<file path="config.mk">
export PLATFORM = sky130hd
export DESIGN_NAME = fsc_ctrl
export DESIGN_NICKNAME = d
export VERILOG_FILES = /design/src/rtl/fsc_pkg.sv /design/src/rtl/fsc_ctrl.sv
export SDC_FILE = /design/constraint.sdc
export NUM_CORES = 1
export LEC_CHECK = 0
export ABC_AREA = 1
export BUFFER_PORTS_ARGS = -buffer_cell sky130_fd_sc_hd__buf_4
export CAP_MARGIN = 40
export CELL_PAD_IN_SITES_DETAIL_PLACEMENT = 0
export CELL_PAD_IN_SITES_GLOBAL_PLACEMENT = 1
export CORE_UTILIZATION = 36
export DETAILED_ROUTE_END_ITERATION = 8
export GPL_TIMING_DRIVEN = 0
export PLACE_DENSITY_LB_ADDON = 0.1
export SLEW_MARGIN = 20
export SYNTH_ARGS = -nofsm -noshare
export SYNTH_HDL_FRONTEND = slang
export SYNTH_SLANG_ARGS = --single-unit
</file>
<file path="constraint.sdc">
create_clock -name clk -period 1.9 [get_ports clk]
set_input_delay 0.095 -clock clk [delete_from_list [all_inputs] [get_ports clk]]
set_output_delay 0.095 -clock clk [all_outputs]
set_load 0.1 [all_outputs]
</file>
<file path="src/rtl/fsc_pkg.sv">
`timescale 1ns / 1ps
package fsc_pkg;

  localparam int FSC_FRAC_BITS = 16;
  localparam int NUM_PLANES = 6;

  localparam logic [2:0] PLANE_NONE = 3'd6;
  localparam logic [2:0] LAST_PLANE = 3'(NUM_PLANES - 1);

  localparam logic [1:0] OP_VIEW = 2'd0;
  localparam logic [1:0] OP_PROJ = 2'd1;
  localparam logic [1:0] OP_TEST = 2'd2;

  localparam logic [1:0] MODE_CLIP = 2'd0;
  localparam logic [1:0] MODE_SQ   = 2'd1;
  localparam logic [1:0] MODE_DIST = 2'd2;
  localparam logic [1:0] MODE_OFS  = 2'd3;

  typedef struct packed {
    logic       latch;
    logic       view_we;
    logic       proj_we;
    logic [3:0] view_addr;
    logic [3:0] proj_addr;
    logic       beat;
    logic [1:0] mode;
    logic       first;
    logic [1:0] sel_idx;
    logic       clip_store;
    logic       clip_sel;
    logic       sub;
    logic [1:0] co_j;
    logic       sqrt_start;
    logic       div_start;
    logic [1:0] div_j;
    logic       plane_we;
    logic [4:0] plane_addr;
  } fsc_cmd_t;

  typedef struct packed {
    logic sqrt_busy;
    logic div_busy;
    logic len_zero;
    logic acc_le0;
  } fsc_stat_t;

endpackage

</file>
<file path="src/rtl/fsc_ctrl.sv">
`timescale 1ns / 1ps
module fsc_ctrl (
  input  logic              clk,
  input  logic              rst,
  input  logic              start,
  input  logic [1:0]        op,
  input  logic [3:0]        elem_index,
  input  fsc_pkg::fsc_stat_t stat,
  output fsc_pkg::fsc_cmd_t  cmd,
  output logic              busy,
  output logic              done,
  output logic              inside_res,
  output logic [2:0]        culling_plane
);
  import fsc_pkg::*;

  localparam logic [3:0] S_IDLE     = 4'd0;
  localparam logic [3:0] S_EX_MAC   = 4'd1;
  localparam logic [3:0] S_WAIT     = 4'd2;
  localparam logic [3:0] S_EX_STORE = 4'd3;
  localparam logic [3:0] S_SQ_MAC   = 4'd4;
  localparam logic [3:0] S_SQRT_GO  = 4'd5;
  localparam logic [3:0] S_SQRT_RUN = 4'd6;
  localparam logic [3:0] S_DIV_GO   = 4'd7;
  localparam logic [3:0] S_DIV_RUN  = 4'd8;
  localparam logic [3:0] S_NEXT     = 4'd9;
  localparam logic [3:0] S_T_MAC    = 4'd10;
  localparam logic [3:0] S_T_CHK    = 4'd11;

  logic [3:0] state, state_next, ret_state, ret_state_next;
  logic       wcnt, wcnt_next;
  logic [2:0] p, p_next;
  logic [1:0] j, j_next, k, k_next;
  logic       sel, sel_next;
  logic       stale, stale_next;
  logic [5:0] degen, degen_next;
  logic       done_next, inside_next;
  logic [2:0] plane_next;
  logic [1:0] col;
  logic       sub;

  assign busy = (state != S_IDLE);
  assign col  = sel ? p[2:1] : 2'd3;
  assign sub  = (p == 3'd0) || (p == 3'd3) || (p == 3'd4);

  always_comb begin
    state_next     = state;
    ret_state_next = ret_state;
    wcnt_next      = wcnt;
    p_next         = p;
    j_next         = j;
    k_next         = k;
    sel_next       = sel;
    stale_next     = stale;
    degen_next     = degen;
    done_next      = 1'b0;
    inside_next    = 1'b0;
    plane_next     = PLANE_NONE;
    cmd            = '0;
    cmd.view_addr  = elem_index;
    cmd.proj_addr  = elem_index;
    case (state)
      S_IDLE: begin
        if (start) begin
          case (op)
            OP_VIEW: begin
              cmd.view_we = 1'b1;
              stale_next  = 1'b1;
              done_next   = 1'b1;
            end
            OP_PROJ: begin
              cmd.proj_we = 1'b1;
              stale_next  = 1'b1;
              done_next   = 1'b1;
            end
            OP_TEST: begin
              cmd.latch = 1'b1;
              p_next    = 3'd0;
              j_next    = 2'd0;
              k_next    = 2'd0;
              sel_next  = 1'b0;
              if (stale) begin
                degen_next = '0;
                state_next = S_EX_MAC;
              end else begin
                state_next = S_T_MAC;
              end
            end
            default: begin
              done_next = 1'b1;
            end
          endcase
        end
      end
      S_EX_MAC: begin
        cmd.beat      = 1'b1;
        cmd.mode      = MODE_CLIP;
        cmd.first     = (k == 2'd0);
        cmd.view_addr = {j, k};
        cmd.proj_addr = {k, col};
        k_next        = k + 2'd1;
        if (k == 2'd3) begin
          wcnt_next      = 1'b0;
          ret_state_next = S_EX_STORE;
          state_next     = S_WAIT;
        end
      end
      S_WAIT: begin
        wcnt_next = 1'b1;
        if (wcnt) begin
          wcnt_next  = 1'b0;
          state_next = ret_state;
        end
      end
      S_EX_STORE: begin
        cmd.clip_store = 1'b1;
        cmd.clip_sel   = sel;
        cmd.sub        = sub;
        cmd.co_j       = j;
        if (!sel) begin
          sel_next   = 1'b1;
          state_next = S_EX_MAC;
        end else begin
          sel_next = 1'b0;
          j_next   = j + 2'd1;
          if (j == 2'd3) begin
            state_next = S_SQ_MAC;
          end else begin
            state_next = S_EX_MAC;
          end
        end
      end
      S_SQ_MAC: begin
        cmd.beat    = 1'b1;
        cmd.mode    = MODE_SQ;
        cmd.first   = (j == 2'd0);
        cmd.sel_idx = j;
        j_next      = j + 2'd1;
        if (j == 2'd2) begin
          j_next         = 2'd0;
          wcnt_next      = 1'b0;
          ret_state_next = S_SQRT_GO;
          state_next     = S_WAIT;
        end
      end
      S_SQRT_GO: begin
        cmd.sqrt_start = 1'b1;
        state_next     = S_SQRT_RUN;
      end
      S_SQRT_RUN: begin
        if (!stat.sqrt_busy) begin
          if (stat.len_zero) begin
            degen_next[p] = 1'b1;
            state_next    = S_NEXT;
          end else begin
            j_next     = 2'd0;
            state_next = S_DIV_GO;
          end
        end
      end
      S_DIV_GO: begin
        cmd.div_start = 1'b1;
        cmd.div_j     = j;
        state_next    = S_DIV_RUN;
      end
      S_DIV_RUN: begin
        cmd.plane_addr = {p, j};
        if (!stat.div_busy) begin
          cmd.plane_we = 1'b1;
          j_next       = j + 2'd1;
          if (j == 2'd3) begin
            state_next = S_NEXT;
          end else begin
            state_next = S_DIV_GO;
          end
        end
      end
      S_NEXT: begin
        j_next   = 2'd0;
        k_next   = 2'd0;
        sel_next = 1'b0;
        if (p == LAST_PLANE) begin
          p_next     = 3'd0;
          stale_next = 1'b0;
          state_next = S_T_MAC;
        end else begin
          p_next     = p + 3'd1;
          state_next = S_EX_MAC;
        end
      end
      S_T_MAC: begin
        if (degen[p]) begin
          if (p == LAST_PLANE) begin
            done_next   = 1'b1;
            inside_next = 1'b1;
            state_next  = S_IDLE;
          end else begin
            p_next = p + 3'd1;
          end
        end else begin
          cmd.beat       = 1'b1;
          cmd.mode       = (k == 2'd3) ? MODE_OFS : MODE_DIST;
          cmd.first      = (k == 2'd0);
          cmd.sel_idx    = k;
          cmd.plane_addr = {p, k};
          k_next         = k + 2'd1;
          if (k == 2'd3) begin
            wcnt_next      = 1'b0;
            ret_state_next = S_T_CHK;
            state_next     = S_WAIT;
          end
        end
      end
      S_T_CHK: begin
        if (stat.acc_le0) begin
          done_next  = 1'b1;
          plane_next = p;
          state_next = S_IDLE;
        end else if (p == LAST_PLANE) begin
          done_next   = 1'b1;
          inside_next = 1'b1;
          state_next  = S_IDLE;
        end else begin
          p_next     = p + 3'd1;
          state_next = S_T_MAC;
        end
      end
      default: begin
        state_next = S_IDLE;
      end
    endcase
  end

  always_ff @(posedge clk) begin
    if (rst) begin
      state         <= S_IDLE;
      ret_state     <= S_IDLE;
      wcnt          <= 1'b0;
      p             <= 3'd0;
      j             <= 2'd0;
      k             <= 2'd0;
      sel           <= 1'b0;
      stale         <= 1'b1;
      degen         <= '0;
      done          <= 1'b0;
      inside_res    <= 1'b0;
      culling_plane <= PLANE_NONE;
    end else begin
      state         <= state_next;
      ret_state     <= ret_state_next;
      wcnt          <= wcnt_next;
      p             <= p_next;
      j             <= j_next;
      k             <= k_next;
      sel           <= sel_next;
      stale         <= stale_next;
      degen         <= degen_next;
      done          <= done_next;
      inside_res    <= inside_next;
      culling_plane <= plane_next;
    end
  end

endmodule

</file>
# == After elaboration in Yosys (flattened, before gate mapping) ==
# Cells that the tools add are included.
# op_classes
n_reduce_logical,28
div_mod_pow,0
mul,0
n_addsub,3
bitwise,3
n_lt_le_gt_ge,2
n_mux,89
shift,0
n_eq_ne,37
# ops
operator,n
4-bit 2-to-1 mux,20
4-bit one-hot mux with 12 select lines,1
6-bit 2-to-1 mux,6
2-bit != test (second input constant),16
3-bit 2-to-1 mux,10
1-bit 2-to-1 mux,25
4-bit one-hot mux with 3 select lines,2
2-bit 2-to-1 mux,9
4-bit by 3-bit == test with 1-bit output (second input constant),4
4-bit == test (second input constant),4
4-bit nonzero test,4
7-bit AND reduction,2
2-bit one-hot mux with 6 select lines,1
3-bit one-hot mux with 4 select lines,1
6-bit one-hot mux with 2 select lines,1
5-bit 2-to-1 mux,2
5-bit one-hot mux with 2 select lines,1
5-bit AND reduction,2
2-bit == test (second input constant),4
4-bit by 2-bit == test with 1-bit output (second input constant),2
8-bit 2-to-1 mux,1
2-bit one-hot mux with 4 select lines,1
4-bit AND reduction,2
3-bit == test (second input constant),2
other kinds (29),39
# totals
latchBits,0
wordCells,174
rom_bits,0
n_memories,0
mem_bits_rw,0
register_bits,29
in_bits,13
out_inout_bits,38

# == Depth between registers and ports, before layout ==
# Gate-level depths: netlist of run 1.
# logic_depth
word_depth,8
ltp_mapped,12
mapped_depth_nobuf,12

# == Least setup slack after synthesis of run 1 ==
# No wires, ideal clock.
# synth_timing
kind,register -> output
start,register state[1]
end,output port cmd[6] (netlist name)
n_path_buf,0
arrival_ns,3.337
required_ns,1.805
setup_slack_ns,-1.532
stages_incl_launch_ff,5
path_cell_list,dfxtp_1 > nand2_1 > nor2_1 > inv_1 > nor2_1
# synth_lines
element,line_no,rtl
"start, declared",fsc_ctrl.sv:30,"logic [3:0] state, state_next, ret_state, ret_state_next;"
"start signal, assigned",fsc_ctrl.sv:249,state <= state_next;
"end, declared",fsc_ctrl.sv:9,"output fsc_pkg::fsc_cmd_t cmd,"

==> out/results.md, run 1 <==
• 0.860 — Final GP Congestion
• 1.80 ns — worst endpoint required time
• 0.590 mW — Sw Pwr
• 13.2 um — Avg WL per Cell
• 51 — # IOs
• 0.507 ns — Slew @ Worst Pin
• stat[0] — hold_sp
• 25.6% — Comb pwr share
• 4560 um — DPL Wire Length
• 0 — initial antenna violation count
• 5200 sq um — Floorplan Core Area
• dfxtp_4 — slowest stage cell, crit path
• 29 — count of different cell masters after synthesis
• simple AND/OR/NAND/NOR gates — main combinational cell family by area after synthesis
• 29.2% — proportion of synthesized chip area in sequential cells
• 1420 sq um — multi-input gate area in the final layout
• 0 — count of inserted antenna diode cells
• 568 nW/um^2 — PD cells
• 5 — Num CTS Buffers
• p[1] — worst reg2reg startpoint
• 34.2% — sw frac
• 0% — synthesized-area fraction occupied by xor and xnor cells
• 0 — endpoints failing setup
• 39.0% — share of post-route cells with drive strength above 1
• 339 — nets in the synthesized netlist
• 2 — Max clock buf depth
• 76.3 um — width of the chip
• in2reg — type of the worst min-delay path
• 0 — Max Cap Violations
• 4.86 — vias per std cell
• 36.6% — Flop pwr share
• 532 MHz — highest clock frequency the design can meet
• 1.78 ns — worst endpoint data arrival time
• 4 — iteration count of the initial detailed-routing pass
• 6090 um — Total Wirelength
• 14.4% — area fraction in compound gates after synthesis
• 316 — cell count after synthesis
• built — CTS tree
• 0 — total grt overflow
• 38.1% — effective utilization at floorplan
• 0.41 ns — delay contributed by the slowest stage of the critical path
• 49 — port bufs
• 6 — maximum fanout along the worst path
• output port — critical path endpoint category
• 6.30% — post-synthesis adder-cell area fraction
• 12 — maximum number of pins on one net before global-route repair
• 0 — Hold Vio Cnt, Final
• 0% — fraction of synthesized area in multiplexers
• inv_8, nor2_4, nand3_2, nand2_2, nor2_4, nand2_4, clkinvlp_4, nor2_4, nor2_4, buf_12 — worst-path cell chain
• 0 — count of yosys warnings during synthesis
• 159 — number of DRC violations after detailed-routing iteration 0
• complete, no violations — status
• 2245 — total vias in the final route
• 58.4% — Util after Layout
• 0 ns — setup TNS after final layout
• 2 — htree depth
• 98.9% — post-route clock period utilization
• 29 — register bit total from synthesis
• 0.378 mV — Worst IR Drop VDD
• 0 — post-route antenna net violation count
• 0.17 ns — slack of the worst reg-to-reg path
• 10 — worst-case reg-to-reg path depth
• 2043 — vias in the first global route
• 414 — final-stage net count
• 21.5% — all-layer global routing usage
• 5820 sq um — area of the die
• 76.3 um — Chip Height
• register — kind of launch point of the worst setup path
• state[1] — reg-to-reg endpoint
• 1.14 mW — Internal Power
• 1.88 ns — post-layout minimum cycle time
• 39.3% — area fraction in and, or, nand and nor cells after synthesis
• yes — RSZ-0062 raised after global routing
• 0 — # hold bufs at CTS
• 462 — Layout Cells excl Fill
• 0.29 ns — insertion delay of the later-clocked pin in the worst-skew pair
• 9960 um — first-pass GRT wire length
• clkbuf_8 — master cell of the clock root buffer
• reg2out — critical path class
• 0.0210 ns — post-route worst setup slack
• -0.223 ns — worst setup slack before clock tree synthesis
• 602 sq um — flip-flop and latch area
• 29 — number of sinks on the clock net
• 6.28 sq um — post-synthesis area per instance
• 0.00594 ns — worst clock skew
• 37.8% — Clock power frac
• nor2_4 — Top cell by count, worst path
• 0 — Final Max Tran Viols
• 1.73 mW — total power after layout
• 26 — std cell rows
• 0.07 ns — clock input transition at the sequential cells of the worst setup and hold paths
• 435 — dpl cells
• 4 — Hold Path Depth
• 1990 sq um — Cell Area, Synth
• 66.2% — Relative slew margins
• 53.2% — relative area change from synthesis to final layout
• 523 — count of fill cells added during filler insertion
• inside_res — terminating pin of the worst hold path
• 0 — DRC Markers
• 1.39 nW — leakage power figure
[power by group through the flow]
stage / Combinational, mW / Clock, mW / Sequential [mW]
finish: 0.441 / 0.653 / 0.632
detailed placement: 0.392 / 0 / 0.649
CTS: 0.407 / 0.659 / 0.635
floorplan: 0.297 / 0 / 0.653
global route: 0.468 / 0.694 / 0.634
global placement: 0.392 / 0 / 0.649
[registers in the layout, indices dropped and copies added (netlist names), 2 cells and up]
name	count
j	2
k	2
degen	6
culling_plane	3
state	4
ret_state	4
p	3
[through the flow]
step                hold slack, ns  area (sq um)
floorplan                    0.280          2180
global placement             0.421          2630
detailed placement           0.419          2630
CTS                          0.126          2860
global route                 0.151          3040
finish                       0.129          3040
[what timing repair did]
action | CTS | global route
buffers inserted | 5 | 14
pin swaps | 2 | 5
resized for setup | 23 | 21
endpoints found under the setup margin | 17 | 24
hold endpoints to repair | 0 | 0
[cells in the mapped netlist, drive strengths merged]
library cell	count	share of area [%]
a21oi	19	4.8
a31oi	1	0.32
clkbuf	3	0.57
clkinv	1	0.25
dfxtp	29	29
ha	10	6.3
inv	52	10
nand2	84	18
nand3	18	5.3
nand3b	2	0.76
nand4	6	2.2
nor2	54	12
nor3	4	1.0
nor4	1	0.32
o211ai	1	0.38
o21ai	26	7.7
o22ai	4	1.3
or2	1	0.32
[how the worst max path moves through the flow]
| stage | from | endpoint | slack (ns) | cells after the start |
|---|---|---|---|---|
| finish | p[2] | cmd[2] | 0.02 | 10 |
| global route | p[2] | cmd[3] | -0.05 | 10 |
| global placement | state[1] | cmd[23] | -0.20 | 8 |
| detailed placement | state[1] | cmd[27] | -0.22 | 8 |
| floorplan | state[0] | cmd[0] | -0.59 | 5 |
| CTS | p[0] | cmd[1] | -0.0009 | 9 |
[metal layers]
layer,share of wire [%],wire (um),track usage (%)
met5,0,0,0
met2,47,2850,35.6
met1,46,2810,28.8
met3,6.0,364,3.35
met4,1.1,70,5.77
[cell usage in the layout (no fill, tap or decap), types with 4 or more instances in the layout]
cell / n
nand3_2: 4
dfxtp_1: 22
nand3_1: 14
a21oi_1: 19
nand2_1: 72
buf_4: 56
o21ai_0: 12
inv_2: 4
o22ai_2: 4
ha_1: 10
buf_6: 8
inv_1: 42
dfxtp_4: 5
nor2_2: 6
clkbuf_8: 6
o21ai_2: 10
nand2_4: 6
nor2_4: 17
nand4_1: 5
nand2_2: 6
nor2_1: 31
[final cells by class]
| type | instances | area share (%) |
|---|---|---|
| flip-flops and latches | 29 | 19.8 |
| clock buffers | 5 | 2.26 |
| well taps | 70 | 2.88 |
| inverters | 53 | 7.45 |
| clock inverters | 3 | 1.52 |
| multi-input cells | 231 | 46.6 |
| plain buffers | 3 | 0.699 |
| repair buffers | 68 | 18.8 |
[worst max-delay path, delay by kind of cell (launching register included)]
family / cells / cell delay, ns
buf+inv: 3 / 0.34
flops: 1 / 0.41
simple gates: 7 / 0.73
[kinds of logic after synthesis]
logic type | Yosys count
adders and majority gates | 10
DFF | 29
AOI/OAI and AO/OA | 51
and+or+nand+nor | 170
buffers and inverters | 56
(Power assumes the default switching activity.)
==> inputs of run 2 (changes only) <==
- REMOVE_ABC_BUFFERS: default -> 1
==> run 2 against run 1 <==
Compared with the run above:
- non-clock buffer count decreased by 14
- utilization decreased by 6.5 points
- clock skew about the same
- power decreased by 11%
- clock power decreased by 21%
- via count decreased by 4.7%
- die area unchanged
- combinational power decreased by 14%
- first-iteration DRC count decreased by 9.4%
- routed wire length decreased by 4.3%
- sequential share of layout area increased by 2.3 points
- largest power group is now sequential cells
==> out/results.md, run 2 (synthesized netlist as in run 1, its figures left out) <==
• complete, no violations — status, unchanged
• 29 — number of sinks on the clock net, unchanged
• 1.73 ns — worst endpoint data arrival time, was 1.78 ns
• 0.34 ns — delay contributed by the slowest stage of the critical path, was 0.41 ns
• 549 MHz — highest clock frequency the design can meet, was 532 MHz
• 4 — Hold Path Depth, unchanged
• 0 — Hold Vio Cnt, Final, unchanged
• 95.9% — post-route clock period utilization, was 98.9%
• 26 — std cell rows, unchanged
• buffers and inverters — family with the most delay on the worst path, was simple AND/OR/NAND/NOR gates
• 400 — final-stage net count, was 414
• 0.06 ns — clock input transition at the sequential cells of the worst setup and hold paths, was 0.07 ns
• 10 — worst-case reg-to-reg path depth, unchanged
• 4480 um — DPL Wire Length, was 4560 um
• in2reg — type of the worst min-delay path, unchanged
• 0.875 — Final GP Congestion, was 0.860
• 4.79 — vias per std cell, was 4.86
• 18 — maximum number of pins on one net before global-route repair, was 12
• 9360 um — first-pass GRT wire length, was 9960 um
• 0.398 mV — Worst IR Drop VDD, was 0.378 mV
• nand2_1, buf_4, inv_1 — commonest cells after routing, fill and taps aside, unchanged
• 41.5% — Flop pwr share, was 36.6%
• 0.526 mW — Sw Pwr, was 0.590 mW
• 5 — WP buf/inv, was 3
• 1.82 ns — post-layout minimum cycle time, was 1.88 ns
• 33.6% — Clock power frac, was 37.8%
• 51 — # IOs, unchanged
• 565 nW/um^2 — PD cells, was 568 nW/um^2
• register — kind of launch point of the worst setup path, unchanged
• built — CTS tree, unchanged
• 0 — endpoints failing setup, unchanged
• 30.0% — share of post-route cells with drive strength above 1, was 39.0%
• state[1] — reg-to-reg endpoint, unchanged
• 51.9% — Util after Layout, was 58.4%
• 1.80 ns — worst endpoint required time, about the same
• 0 ns — setup TNS after final layout, unchanged
• 5820 sq um — area of the die, unchanged
• 2140 — total vias in the final route, was 2245
• 50 — port bufs, was 49
• 13.1 um — Avg WL per Cell, was 13.2 um
• 0 — total grt overflow, unchanged
• dfxtp_2 — slowest stage cell, crit path, was dfxtp_4
• 1.29 nW — leakage power figure, was 1.39 nW
• nand2_1 — most common cell after layout, fill and taps aside, unchanged
• clkbuf_8 — master cell of the clock root buffer, unchanged
• yes — RSZ-0062 raised after global routing, unchanged
• 5830 um — Total Wirelength, was 6090 um
• 0.302 ns — Slew @ Worst Pin, was 0.507 ns
• 2 — Max clock buf depth, unchanged
• inv_1, nand2_4, inv_1, nand2_2, inv_2, nand2_4, inv_2, nor2_4, nor2_2, buf_12 — worst-path cell chain, was inv_8, nor2_4, nand3_2, nand2_2, nor2_4, nand2_4, clkinvlp_4, nor2_4, nor2_4, buf_12
• 597 sq um — flip-flop and latch area, was 602 sq um
• degen — register with the highest flop count, unchanged
• 0 — Final Max Tran Viols, unchanged
• 10 — maximum fanout along the worst path, was 6
• stat[0] — hold_sp, unchanged
• 0 — DRC Markers, unchanged
• 0 — post-route antenna net violation count, unchanged
• 24.9% — Comb pwr share, was 25.6%
• 36.2% — relative area change from synthesis to final layout, was 53.2%
• 76.3 um — width of the chip, unchanged
• 144 — number of DRC violations after detailed-routing iteration 0, was 159
• 0 — count of inserted antenna diode cells, unchanged
• 0.00553 ns — worst clock skew, was 0.00594 ns
• 76.3 um — Chip Height, unchanged
• 1880 — vias in the first global route, was 2043
• 5 — Num CTS Buffers, unchanged
• 0.137 ns — final hold slack, was 0.129 ns
• 5 — iteration count of the initial detailed-routing pass, was 4
• 20.6% — all-layer global routing usage, was 21.5%
• 2 — htree depth, unchanged
• inside_res — terminating pin of the worst hold path, unchanged
• p[1] — worst reg2reg startpoint, unchanged
• 1250 sq um — multi-input gate area in the final layout, was 1420 sq um
• degen: 6 flops, ret_state: 4 flops, state: 4 flops — largest registers in the final layout, unchanged
• output port — critical path endpoint category, unchanged
• 0.28 ns — insertion delay of the later-clocked pin in the worst-skew pair, was 0.29 ns
• 79.7% — Relative slew margins, was 66.2%
• 34.4% — sw frac, was 34.2%
• 0.19 ns — slack of the worst reg-to-reg path, was 0.17 ns
• 0 — Max Cap Violations, unchanged
• reg2out — critical path class, unchanged
• 5200 sq um — Floorplan Core Area, unchanged
• 536 — count of fill cells added during filler insertion, was 523
• 6 — max reg flops, unchanged
• 0 — initial antenna violation count, unchanged
• 1.00 mW — Internal Power, was 1.14 mW
• 38.1% — effective utilization at floorplan, unchanged
run 2: cell count changes in the layout (fill, tap and decap cells not counted), sizes merged:
cell / delta
buf: -11
inv: +1
clkinv: -1
bufinv: -1
clkbuf: -1
clkinvlp: -2
run 2: through the flow:
stage / area (sq um) / cells / total power [mW] / setup slack [ns]
floorplan: 1970 / 313 / 0.917 / -1.53
global placement: 2440 / 433 / 1.01 / 0.0303
detailed placement: 2440 / 433 / 1.01 / 0.0338
CTS: 2590 / 443 / 1.54 / 0.000286
global route: 2700 / 447 / 1.61 / -0.0274
finish: 2700 / 447 / 1.53 / 0.0779
run 2: routing by layer:
| layer | vias to the layer above | GRT usage (%) | part of all wire (%) |
|---|---|---|---|
| li1 | 1121 | - | - |
| met1 | 963 | 28.0 | 49 |
| met2 | 50 | 32.8 | 45 |
| met3 | 6 | 3.83 | 4.6 |
| met4 | 0 | 6.35 | 1.0 |
| met5 | - | 0 | 0 |
run 2: power by group through the flow:
stage / clock network [mW] / logic, mW / registers, mW
3_5_place_dp: 0 / 0.365 / 0.647
2_1_floorplan: 0 / 0.266 / 0.652
5_1_grt: 0.563 / 0.407 / 0.635
6_report: 0.514 / 0.380 / 0.634
3_3_place_gp: 0 / 0.367 / 0.646
4_1_cts: 0.530 / 0.376 / 0.634
run 2: worst max path at each step:
| stage | start | endpoint | slack, ns | cells past startpoint |
|---|---|---|---|---|
| detailed placement | p[0] | cmd[3] | 0.03 | 9 |
| floorplan | state[1] | cmd[6] | -1.53 | 4 |
| global placement | p[0] | cmd[2] | 0.03 | 9 |
| finish | state[2] | cmd[2] | 0.08 | 10 |
| global route | p[1] | cmd[2] | -0.03 | 9 |
| CTS | state[1] | cmd[12] | 0.0003 | 5 |
run 2: layout make-up:
class,instances,share of cell area (%)
multi-input combinational,231,46.3
sequential,29,22.1
timing repair buffer,57,17.5
inverter,53,7.68
tap,70,3.24
clock buffer,7,3.19
run 2: worst min-delay path: cells and delay by family:
family	cells	cell delay, ns
AO/OA/AOI/OAI	1	0.06
buffers and inverters	2	0.13
AND/OR/NAND/NOR	1	0.08
run 2: what timing repair did:
| item | 4_1_cts | 5_1_grt |
|---|---|---|
| setup buffers | 3 | 4 |
| hold buffers | 0 | 0 |
| endpoints found under the setup margin | 11 | 15 |
| cloned | 0 | 0 |
| pin swaps | 0 | 3 |
| gates resized for setup | 17 | 25 |
